$ cat config.mk
export PLATFORM = sky130hd
export DESIGN_NAME = bounded_set_table_top
export DESIGN_NICKNAME = d
export VERILOG_FILES = /design/src/hw/rtl/bst_pkg.sv /design/src/hw/rtl/bst_ram.sv /design/src/hw/rtl/bounded_set_table_top.sv
export SDC_FILE = /design/constraint.sdc
export NUM_CORES = 1
export LEC_CHECK = 0
export ABC_AREA = 0
export BUFFER_PORTS_ARGS = -buffer_cell sky130_fd_sc_hd__buf_2
export CAP_MARGIN = 5
export CORE_ASPECT_RATIO = 0.9
export CORE_MARGIN = 3
export CORE_UTILIZATION = 30
export DETAILED_ROUTE_END_ITERATION = 16
export PLACE_DENSITY = 0.56
export RECOVER_POWER = 100
export SETUP_SLACK_MARGIN = 0.05
export SLEW_MARGIN = 20
export SYNTH_ARGS = -nofsm -noshare
export SYNTH_HDL_FRONTEND = slang
export SYNTH_SLANG_ARGS = --single-unit
$ cat constraint.sdc
create_clock -name clk -period 4.87 [get_ports clk]
set_input_delay 0.2435 -clock clk [delete_from_list [all_inputs] [get_ports clk]]
set_output_delay 0.2435 -clock clk [all_outputs]
set_load 0.02 [all_outputs]
$ cat src/hw/rtl/bst_pkg.sv
// bst_pkg: shared types, sizes and codes of the bounded set table
// used by bst_ram users and bounded_set_table_top; depends on nothing

package bst_pkg;

  localparam int CAPACITY  = 32;
  localparam int KEY_WIDTH = 32;

  localparam int ADDR_W = (CAPACITY > 1) ? $clog2(CAPACITY) : 1;
  localparam int CNT_W  = $clog2(CAPACITY + 1);

  typedef logic [KEY_WIDTH-1:0] key_t;
  typedef logic [ADDR_W-1:0]    addr_t;
  typedef logic [CNT_W-1:0]     cnt_t;

  typedef enum logic [1:0] {
    OP_ADD    = 2'd0,
    OP_REMOVE = 2'd1,
    OP_MEMBER = 2'd2
  } op_t;

  typedef enum logic [1:0] {
    ST_DONE      = 2'd0,
    ST_PRESENT   = 2'd1,
    ST_NOT_FOUND = 2'd2,
    ST_FULL      = 2'd3
  } status_t;

  typedef enum logic [2:0] {
    S_IDLE = 3'b001,
    S_SCAN = 3'b010,
    S_FIN  = 3'b100
  } state_t;

  // sign extend the 32-bit request key, keep the low KEY_WIDTH bits
  function automatic key_t norm_key(input logic [31:0] raw);
    logic [63:0] ext;
    ext = {{32{raw[31]}}, raw};
    return ext[KEY_WIDTH-1:0];
  endfunction

endpackage

$ cat src/hw/rtl/bst_ram.sv
// bst_ram: generic simple dual-port ram, one write and one registered read port
// stand-alone, no package needed

module bst_ram #(
  parameter int WIDTH = 32,
  parameter int DEPTH = 32
) (
  input  logic                                       clk,
  input  logic                                       we,
  input  logic [((DEPTH > 1) ? $clog2(DEPTH) : 1)-1:0] waddr,
  input  logic [WIDTH-1:0]                           wdata,
  input  logic                                       re,
  input  logic [((DEPTH > 1) ? $clog2(DEPTH) : 1)-1:0] raddr,
  output logic [WIDTH-1:0]                           rdata
);

  logic [WIDTH-1:0] mem [DEPTH];

  always_ff @(posedge clk) begin
    if (we) begin
      mem[waddr] <= wdata;
    end
    if (re) begin
      rdata <= mem[raddr];
    end
  end

endmodule

$ cat src/hw/rtl/bounded_set_table_top.sv
// bounded_set_table_top: set of distinct keys kept dense in one ram
// depends on bst_pkg and bst_ram
//
//   channel | direction | ports                                  | handshake
//   --------+-----------+----------------------------------------+-------------------
//   in_     | input     | in_opcode, in_key                      | in_valid / in_stall
//   out_    | output    | out_status, out_was_present, out_set_size | out_valid / out_stall
//
// scan: a request compares n stored keys, n being the set size, fewer on an early
//   hit, and none on an empty set; the scan is paced by the single ram read port,
//   which delivers one stored key per cycle to the compare
// reset: rst_n clears the key count, fsm and output valid; the ram needs no clearing
// stalls: the result sits in an output register; a new request is taken while it waits,
//   only the final write-back step holds until that register is free

module bounded_set_table_top (
  input  logic        clk,
  input  logic        rst_n,
  // request channel
  input  logic        in_valid,
  output logic        in_stall,
  input  logic [1:0]  in_opcode,
  input  logic signed [31:0] in_key,
  // result channel
  output logic        out_valid,
  input  logic        out_stall,
  output logic [1:0]  out_status,
  output logic        out_was_present,
  output logic [5:0]  out_set_size
);

  // control state
  bst_pkg::state_t state_r, state_nxt;
  bst_pkg::cnt_t   count_r, count_nxt;
  logic            issue_r, issue_nxt;     // more ram reads to issue
  logic            cmp_vld_r, cmp_vld_nxt; // ram data valid for compare
  logic            found_r, found_nxt;
  logic            out_valid_r, out_valid_nxt;

  // request and scan payload
  logic [1:0]        op_r, op_nxt;
  bst_pkg::key_t     key_r, key_nxt;
  bst_pkg::addr_t    idx_r, idx_nxt;       // next address to read, counts down
  bst_pkg::addr_t    cmp_idx_r, cmp_idx_nxt;
  bst_pkg::addr_t    slot_r, slot_nxt;     // where the key was found
  bst_pkg::key_t     last_key_r, last_key_nxt; // top entry, fills a removal gap

  // result register
  logic [1:0] out_status_r, out_status_nxt;
  logic       out_pres_r, out_pres_nxt;
  logic [5:0] out_size_r, out_size_nxt;

  // ram port
  logic           ram_we, ram_re;
  bst_pkg::addr_t ram_waddr, ram_raddr;
  bst_pkg::key_t  ram_wdata, ram_rdata;

  logic           in_fire, fin_fire, is_full;
  bst_pkg::addr_t top_idx;

  assign in_stall  = (state_r != bst_pkg::S_IDLE);
  assign in_fire   = in_valid && !in_stall;
  // finish once the result register is free or being drained
  assign fin_fire  = (state_r == bst_pkg::S_FIN) && (!out_valid_r || !out_stall);
  assign top_idx   = bst_pkg::ADDR_W'(count_r - bst_pkg::CNT_W'(1));
  assign is_full   = (count_r == bst_pkg::CNT_W'(bst_pkg::CAPACITY));

  assign ram_re    = (state_r == bst_pkg::S_SCAN) && issue_r;
  assign ram_raddr = idx_r;

  bst_ram #(
    .WIDTH (bst_pkg::KEY_WIDTH),
    .DEPTH (bst_pkg::CAPACITY)
  ) u_key_ram (
    .clk   (clk),
    .we    (ram_we),
    .waddr (ram_waddr),
    .wdata (ram_wdata),
    .re    (ram_re),
    .raddr (ram_raddr),
    .rdata (ram_rdata)
  );

  always_comb begin
    state_nxt      = state_r;
    count_nxt      = count_r;
    issue_nxt      = issue_r;
    cmp_vld_nxt    = 1'b0;
    found_nxt      = found_r;
    op_nxt         = op_r;
    key_nxt        = key_r;
    idx_nxt        = idx_r;
    cmp_idx_nxt    = idx_r;
    slot_nxt       = slot_r;
    last_key_nxt   = last_key_r;
    out_valid_nxt  = out_valid_r && out_stall;
    out_status_nxt = out_status_r;
    out_pres_nxt   = out_pres_r;
    out_size_nxt   = out_size_r;
    ram_we         = 1'b0;
    ram_waddr      = count_r[bst_pkg::ADDR_W-1:0];
    ram_wdata      = key_r;

    unique case (state_r)
      bst_pkg::S_IDLE: begin
        if (in_fire) begin
          op_nxt    = in_opcode;
          key_nxt   = bst_pkg::norm_key(in_key);
          found_nxt = 1'b0;
          // scan from the top entry down, so it is read first
          idx_nxt   = top_idx;
          issue_nxt = (count_r != '0);
          state_nxt = (count_r != '0) ? bst_pkg::S_SCAN : bst_pkg::S_FIN;
        end
      end

      bst_pkg::S_SCAN: begin
        // read stage
        if (issue_r) begin
          if (idx_r == '0) begin
            issue_nxt = 1'b0;
          end else begin
            idx_nxt = idx_r - bst_pkg::ADDR_W'(1);
          end
        end
        cmp_vld_nxt = issue_r;

        // compare stage, in the cycle after the read
        if (cmp_vld_r) begin
          if (cmp_idx_r == top_idx) begin
            last_key_nxt = ram_rdata;
          end
          if (ram_rdata == key_r) begin
            found_nxt   = 1'b1;
            slot_nxt    = cmp_idx_r;
            issue_nxt   = 1'b0;
            cmp_vld_nxt = 1'b0;
            state_nxt   = bst_pkg::S_FIN;
          end else if (cmp_idx_r == '0) begin
            cmp_vld_nxt = 1'b0;
            state_nxt   = bst_pkg::S_FIN;
          end
        end
      end

      bst_pkg::S_FIN: begin
        if (fin_fire) begin
          out_valid_nxt  = 1'b1;
          out_pres_nxt   = found_r;
          out_status_nxt = bst_pkg::ST_DONE;
          unique case (op_r)
            bst_pkg::OP_ADD: begin
              if (found_r) begin
                out_status_nxt = bst_pkg::ST_PRESENT;
              end else if (is_full) begin
                out_status_nxt = bst_pkg::ST_FULL;
              end else begin
                // append at the top
                ram_we    = 1'b1;
                count_nxt = count_r + bst_pkg::CNT_W'(1);
              end
            end
            bst_pkg::OP_REMOVE: begin
              if (!found_r) begin
                out_status_nxt = bst_pkg::ST_NOT_FOUND;
              end else begin
                // top entry moves into the gap
                ram_we    = 1'b1;
                ram_waddr = slot_r;
                ram_wdata = last_key_r;
                count_nxt = count_r - bst_pkg::CNT_W'(1);
              end
            end
            default: begin
              // membership test, unused opcode alike
            end
          endcase
          out_size_nxt = 6'(count_nxt);
          state_nxt    = bst_pkg::S_IDLE;
        end
      end

      default: begin
        state_nxt = bst_pkg::S_IDLE;
      end
    endcase
  end

  always_ff @(posedge clk) begin
    if (!rst_n) begin
      state_r     <= bst_pkg::S_IDLE;
      count_r     <= '0;
      issue_r     <= 1'b0;
      cmp_vld_r   <= 1'b0;
      found_r     <= 1'b0;
      out_valid_r <= 1'b0;
    end else begin
      state_r     <= state_nxt;
      count_r     <= count_nxt;
      issue_r     <= issue_nxt;
      cmp_vld_r   <= cmp_vld_nxt;
      found_r     <= found_nxt;
      out_valid_r <= out_valid_nxt;
    end
  end

  always_ff @(posedge clk) begin
    op_r         <= op_nxt;
    key_r        <= key_nxt;
    idx_r        <= idx_nxt;
    cmp_idx_r    <= cmp_idx_nxt;
    slot_r       <= slot_nxt;
    last_key_r   <= last_key_nxt;
    out_status_r <= out_status_nxt;
    out_pres_r   <= out_pres_nxt;
    out_size_r   <= out_size_nxt;
  end

  assign out_valid       = out_valid_r;
  assign out_status      = out_status_r;
  assign out_was_present = out_pres_r;
  assign out_set_size    = out_size_r;

  // the table never holds more keys than it has slots
  a_count_bound: assert property (@(posedge clk) disable iff (!rst_n)
    count_r <= bst_pkg::CNT_W'(bst_pkg::CAPACITY))
    else $error("key count beyond capacity");

  // a hit always points at a live entry
  a_slot_live: assert property (@(posedge clk) disable iff (!rst_n)
    (state_r == bst_pkg::S_FIN) && found_r |->
      (bst_pkg::CNT_W'(slot_r) < count_r))
    else $error("found slot outside the live entries");

  // a successful remove shrinks the set by exactly one
  a_remove_shrinks: assert property (@(posedge clk) disable iff (!rst_n)
    fin_fire && found_r && (op_r == bst_pkg::OP_REMOVE) |=>
      count_r == $past(count_r) - bst_pkg::CNT_W'(1))
    else $error("remove did not shrink the set");

  // ram writes happen only while finishing a request
  a_write_window: assert property (@(posedge clk) disable iff (!rst_n)
    ram_we |-> fin_fire && (op_r == bst_pkg::OP_ADD || op_r == bst_pkg::OP_REMOVE))
    else $error("ram write outside write-back");

endmodule

After elaboration in Yosys (flattened, before gate mapping)
Memories as Yosys holds them, arrays and structs flattened. A register that Yosys moved wholly into a read port is not among the register bits. Index checks and enable logic that the tools add are counted.

Bits in registers: 103. Bits in writable memories: 1024. Bits of input ports: 38. Output and inout bits: 11. Word-level logic and storage cells: 106. Memories kept: 1.

Add/sub/neg operators: 3. Equal/unequal tests: 15. Muxes and demuxes: 50. Reductions and logical operators: 22.

Memory list: u_key_ram.mem (depth 32, bits a word 32, read ports 1, clocked after memory_dff 1, write ports 1, RTL line bst_ram.sv:17) `logic [WIDTH-1:0] mem [DEPTH];`.

Operator list (count): $mux W32 (4); $mux W5 (7); $eq A32 B32 Y1 (1); $mux W1 (20); $mux W3 (6); $mux W6 (3); $pmux W6 S2 (1); $reduce_and A4 Y1 (3); $logic_not A5 Y1 (2); $ne A2 B2 Y1 const B (5); $pmux W5 S2 (1); $pmux W3 S3 (1); $reduce_and A2 Y1 (4); $add A6 B1 Y6 const B (1); $eq A6 B6 Y1 const B (1); $mux W2 (3); $ne A3 B1 Y1 const B (2); $pmux W1 S2 (3); $reduce_and A3 Y1 (2); $reduce_bool A6 Y1 (1); $sub A6 B1 Y6 const B (1); $eq A5 B5 Y1 (1); $sub A5 B1 Y5 const B (1); $logic_and A1 B1 Y1 (4); 10 further kinds (12).

Logic depth before layout (Yosys ltp)
Depth in word-level cells: 8. Gate-level depth with buffers: 10. Mapped depth without buffers: 7.

Hierarchy
From an unflattened synthesis, not the netlist that was laid out.

Cells, all modules: 2589. Area total of the unflattened synthesis: 45570.0 µm².

Modules (own cells, without submodules): bst_ram (times used 1, cells an instance 2260, area an instance 40812.9 µm², sequential area each 31710.4 µm²); bounded_set_table_top (times used 1, cells an instance 329, area an instance 4757.1 µm², sequential area each 2912.8 µm²).

Worst setup path before layout
OpenSTA, ideal clock, no wires.

Kind: register to register. Start: register count_r[0]. End: memory u_key_ram.mem[1][0], enable pin. Setup time: 0.461 ns. Arrival: 4.052 ns. Data required time: 4.409 ns. Setup slack: 0.357 ns. Cell stages (with the launch flop): 9. Path buffers: 1. Period minus slack after synthesis: 4.513 ns. Cells stage by stage: dfxtp_1 -> clkbuf_1 -> inv_1 -> ha_1 -> or4b_1 -> o21ai_0 -> a21oi_1 -> o21ai_1 -> nor3_1.

Cells in the longest elaborated chain, start to end: 8. Elaborated cells on any way between the ends: 12. Those cells by class: eq/ne: 1; mux: 11.

RTL lines: start: declaration (RTL line bounded_set_table_top.sv:34) `bst_pkg::cnt_t count_r, count_nxt;`; start signal: assignment (RTL line bounded_set_table_top.sv:199) `count_r <= count_nxt;`; $eq A6 B6 Y1 (RTL line bounded_set_table_top.sv:66) `assign is_full = (count_r == bst_pkg::CNT_W'(bst_pkg::CAPACITY));`; $mux W1 (RTL line bounded_set_table_top.sv:155) `end else if (is_full) begin`; $mux W1 (RTL line bounded_set_table_top.sv:153) `if (found_r) begin`; $pmux W1 S2 (RTL line bounded_set_table_top.sv:151) `unique case (op_r)`; $mux W1 (RTL line bounded_set_table_top.sv:147) `if (fin_fire) begin`; $mux W1 (RTL line bounded_set_table_top.sv:104) `unique case (state_r)`; $mux W1 (RTL line bst_ram.sv:20) `if (we) begin`; $mux W1 (implied by the code) (RTL line bst_ram.sv:21) `mem[waddr] <= wdata;`; end: declaration (RTL line bst_ram.sv:17).

Parallel ways exist; a longest one is shown, timed or not.

Worst setup path after layout
Start: register state_r[2]. End: memory u_key_ram.mem[8][13], enable pin.

Cells in the longest elaborated chain, start to end: 6. Elaborated cells on any way between the ends: 8. Those cells by class: eq/ne: 1; mux: 6; reduce/logical: 1.

RTL lines: start: declaration (RTL line bounded_set_table_top.sv:33) `bst_pkg::state_t state_r, state_nxt;`; start signal: assignment (RTL line bounded_set_table_top.sv:191) `state_r <= bst_pkg::S_IDLE;`; start signal: assignment (RTL line bounded_set_table_top.sv:198) `state_r <= state_nxt;`; $eq A3 B3 Y1 (*) (RTL line bounded_set_table_top.sv:64, bounded_set_table_top.sv:104); $logic_and A1 B1 Y1 (RTL line bounded_set_table_top.sv:64) `assign fin_fire = (state_r == bst_pkg::S_FIN) && (!out_valid_r || !out_stall);`; $mux W1 (RTL line bounded_set_table_top.sv:147); $mux W1 (RTL line bounded_set_table_top.sv:104); $mux W1 (RTL line bst_ram.sv:20); $mux W1 (implied by the code) (RTL line bst_ram.sv:21).

Every way passes the cells marked *; elsewhere a longest branch is shown, timed or not.

==> metrics.md <==
| Metric | Value |
|---|---|
| Tmin final | `around 4300 ps` |
| Clock Latency Late Sink | `a little over 700 ps` |
| Clock sinks | `between 1000 and 1500` |
| Clk root buf | `clkbuf_16` |
| Max-cap viol count | `5` |
| Setup crit start kind | `flop` |
| Drt drc | `0` |
| Synth Warn # | `0` |
| Clock power frac | `a little over two fifths` |
| Status | `finished, violations left` |
| Leakage power | `16.3 nW` |
| Synth Register Bits | `approximately 1200` |
| Initial antenna violation count | `2` |
| Share of cells above drive strength 1 | `24.3%` |
| Post-synth EDFFs | `1141` |
| Inst Count DP | `between 3000 and 4000` |
| DR vias/cell | `roughly 5` |
| Critical path class | `reg -> reg` |
| Layout area overhead | `16.0%` |
| P_int | `around 0.017 W` |
| Met1 WL | `between 50000 and 60000 um` |
| Worst slew pin tran | `between 2000 and 3000 ps` |
| Failing checks | `max-capacitance violations, max-slew violations` |
| CTS Buf Count | `around 120` |
| GP Congestion | `slightly above 0.8` |
| Max Clock Skew | `around 33 ps` |
| Finished Cell Area | `~0.052 mm^2` |
| Flop pwr share | `53.1%` |
| TritonCTS clock tree | `done` |
| WP data arrival | `approximately 4600 ps` |
| Die footprint | `between 0.15 and 0.2 mm^2` |
| Setup-failing EPs final | `0` |
| Die width | `between 400 and 500 um` |
| CP Capture Type | `flop` |
| Top achievable clock speed | `0.233 GHz` |
| HP Class | `in -> reg` |
| DP HPWL | `around 69000 um` |
| N_diodes | `0` |
| Routed length on met2 | `between 50000 and 60000 um` |
| Routed WL per cell | `26.6 um` |
| Yosys top cell by area | `edfxtp_1` |
| Mapped Nets | `slightly above 2000` |
| Prevailing post-synth register cell | `edfxtp_1` |
| PwrDens | `~410 mW/mm^2` |
| Mean post-synth cell area | `22.2 um^2` |
| Port bufs | `48` |
| WHS | `between 70 and 80 ps` |
| Bufs and invs on worst path | `1` |
| Global-route wire length before repair | `163000 um` |
| Total net switching power | `approximately 0.0043 W` |
| Max transition margin | `-76.6%` |
| Seq/Total Area, Yosys | `77.7%` |
| Core footprint | `0.147 mm^2` |
| Top delay family on crit path | `simple AND/OR/NAND/NOR gates` |
| Fin nets | `2221` |
| Worst VDD drop | `307 uV` |
| RSZ-0062 raised after global routing | `false` |
| CP max-delay cell | `clkbuf_2` |
| Fin crit share | `approximately 90%` |
| Die height | `about 370 um` |
| Combinational share of power | `3.3%` |
| Top-area cell type share of the netlist area | `roughly 77%` |
| Routed length on met3 | `7960 um` |
| Post-Syn Area | `approximately 0.045 mm^2` |
| Drt pass-1 iters | `5` |
| GRT overflow | `0` |
| H-tree Lvls | `3` |
| Final core occ | `35.2%` |
| Required @ worst endpoint | `5170 ps` |
| Area contributors post-synth | `edfxtp_1 (77%), mux4_2 (13%), a22o_1 (1.5%), mux2_2 (0.83%), dfxtp_1 (0.81%)` |
| Top Metal Used | `met4` |
| Final ANT Viol Nets | `0` |
| Cells after Synth | `approximately 2000` |
| Worst path max stage delay | `between 900 and 1000 ps` |
| CTS max path bufs | `3` |
| Sw Ratio | `between 20% and 30%` |
| CTS clock-pin slew for the worst setup and hold paths | `60 ps` |
| Starting density of the core | `30.3%` |
| Final WL | `around 110000 um` |
| Area of placed instances | `0.0476 mm^2` |
| Via count | `~21000` |
| Setup TNS | `0 ps` |
| Vias in the first global route | `between 20000 and 25000` |
| DR iter-0 viols | `around 2300` |
| Final hold vios | `0` |
| I/O pin count | `49` |
| Critical path peak fanout | `32` |
| Distinct cell type count after synthesis | `between 60 and 70` |
| Slew Viols, Final | `150` |
| Rows | `~130` |
| Non-filler cells, final | `approximately 4200` |
| # Post-CTS Setup Buffers | `0` |
| CP Cell Sequence | `nor3b_1 -> nand4_4 -> or3_1 -> a211o_1 -> nor3_1 -> clkbuf_2` |
| Async set-reset flop share out of synthesis | `0%` |
| Total GRT Usage | `~15%` |
| Largest net degree at the start of global routing | `~90` |
[registers in the layout, indices dropped and copies added, names as in the netlist, 2 cells and up]
name,count
state_r,3
out_set_size,6
last_key_r,32
out_status,2
cmp_idx_r,5
u_key_ram.mem,1024
cmp_idx_nxt,5
key_r,32
count_r,6
u_key_ram.rdata,32
op_r,2
slot_r,5
[kinds of logic (layout without fill, tap and decap cells)]
family	count (synthesis)	after routing	share of synthesized area (%)
simple gates	143	143	1.81
compound gates	215	215	3.55
fa+ha+maj	5	5	0.140
mux	313	313	14.5
buf+inv	121	392	1.31
xor+xnor	48	48	0.944
flops	1159	1159	77.7
[path summary, 6_finish.rpt]
check,start,to,slack [ps],cells past startpoint
setup / recovery,state_r[2]$_SDFFE_PN0P_,u_key_ram.mem[8][13]$_DFFE_PP_,580,6
hold / removal,in_valid,state_r[0]$_SDFFE_PN1P_,80,4
setup reg to reg,state_r[2]$_SDFFE_PN0P_,u_key_ram.mem[8][13]$_DFFE_PP_,580,6
hold reg to reg,u_key_ram.rdata[11]$_DFFE_PP_,last_key_r[11]$_DFFE_PP_,470,0
[area by class of cell]
cell class                 count  area [um^2]
tap                         1957         2450
multi-input combinational    724         9400
fill                       13512        95100
sequential                  1159        34600
clock inverter                78          922
clock buffer                 137         3030
timing repair buffer         163         1160
inverter                      14         52.6
[cell usage after synthesis, types with 2 or more instances]
cell         n
o31a_1       2
nand2_1     14
nor2_1      19
o21ai_2      2
nor3b_1      8
nor4b_1      2
nor4_1      13
o21ai_0     16
nand3_1      6
a311oi_1     2
a211oi_1     2
buf_2       24
mux2i_1     18
mux4_2     262
buf_1       10
xnor2_1     19
inv_1       14
a22o_1      78
a22oi_1      6
buf_6        8
ha_1         5
o21ai_1     47
a31oi_1      3
nand2b_1     2
and3_1       4
a21boi_0     2
nand4_1      5
nor4bb_1     2
or3_1        3
edfxtp_1  1141
a221oi_1    27
nor3_1      42
xor2_1      29
dfxtp_1     18
mux2_2      33
buf_4       11
o21a_1       6
nor2b_1      5
and2_1       8
a21oi_1     11
clkbuf_1    54
[tightest hold or removal path, stage by stage]
cell,delay [ps]
buf_2,120
nand3_1,130
a21oi_1,90
o21ai_0,150
[per-stage QoR]
stage               setup slack (ps)  power [W]
finish                           577     0.0210
detailed placement              1050     0.0120
CTS                              987     0.0212
global route                     404     0.0217
floorplan                        357     0.0117
global placement                1110     0.0120
[cell usage in the layout, fill, tap and decap left out, types with 5 or more instances in the layout]
| cell | instances |
|---|---|
| xnor2_1 | 19 |
| buf_2 | 30 |
| mux2i_1 | 17 |
| nor3_1 | 32 |
| clkbuf_16 | 117 |
| dlygate4sd3_1 | 36 |
| a22oi_1 | 6 |
| buf_12 | 8 |
| buf_4 | 36 |
| a21oi_1 | 11 |
| ha_1 | 5 |
| o21ai_1 | 26 |
| a22o_1 | 78 |
| clkbuf_2 | 20 |
| o21a_1 | 6 |
| xor2_1 | 29 |
| clkinv_2 | 21 |
| nor3b_1 | 9 |
| and2_0 | 5 |
| nand2_1 | 14 |
| nand3_1 | 6 |
| o21ai_0 | 38 |
| clkbuf_1 | 50 |
| bufinv_16 | 18 |
| nor3_2 | 10 |
| inv_1 | 14 |
| edfxtp_1 | 1141 |
| nor2_1 | 18 |
| nand4_1 | 5 |
| clkinv_1 | 24 |
| mux2_1 | 32 |
| nor4_1 | 13 |
| dfxtp_1 | 18 |
| mux4_2 | 262 |
| a221oi_1 | 27 |
[timing repair]
item | 4_1_cts | 5_1_grt
gates resized for setup | 0 | 0
hold buffers | 36 | 0
endpoints found under the setup margin | 0 | 0
hold endpoints to repair | 46 | 0
[power by group through the flow]
stage                     clock network (W)  logic (W)  registers [W]
after CTS                           0.00936   0.000720         0.0111
after global placement                    0   0.000671         0.0114
final                               0.00915   0.000696         0.0112
after floorplan                           0   0.000381         0.0113
after global routing                0.00978   0.000752         0.0111
after detailed placement                  0   0.000695         0.0114
[per-layer routing]
metal | vias up | GRT usage (%)
met4 | 0 | 2.94
li1 | 8894 | -
met3 | 136 | 2.80
met1 | 11586 | 21.8
met5 | - | 0
met2 | 782 | 22.5
Power figures use the tool's default switching activity.
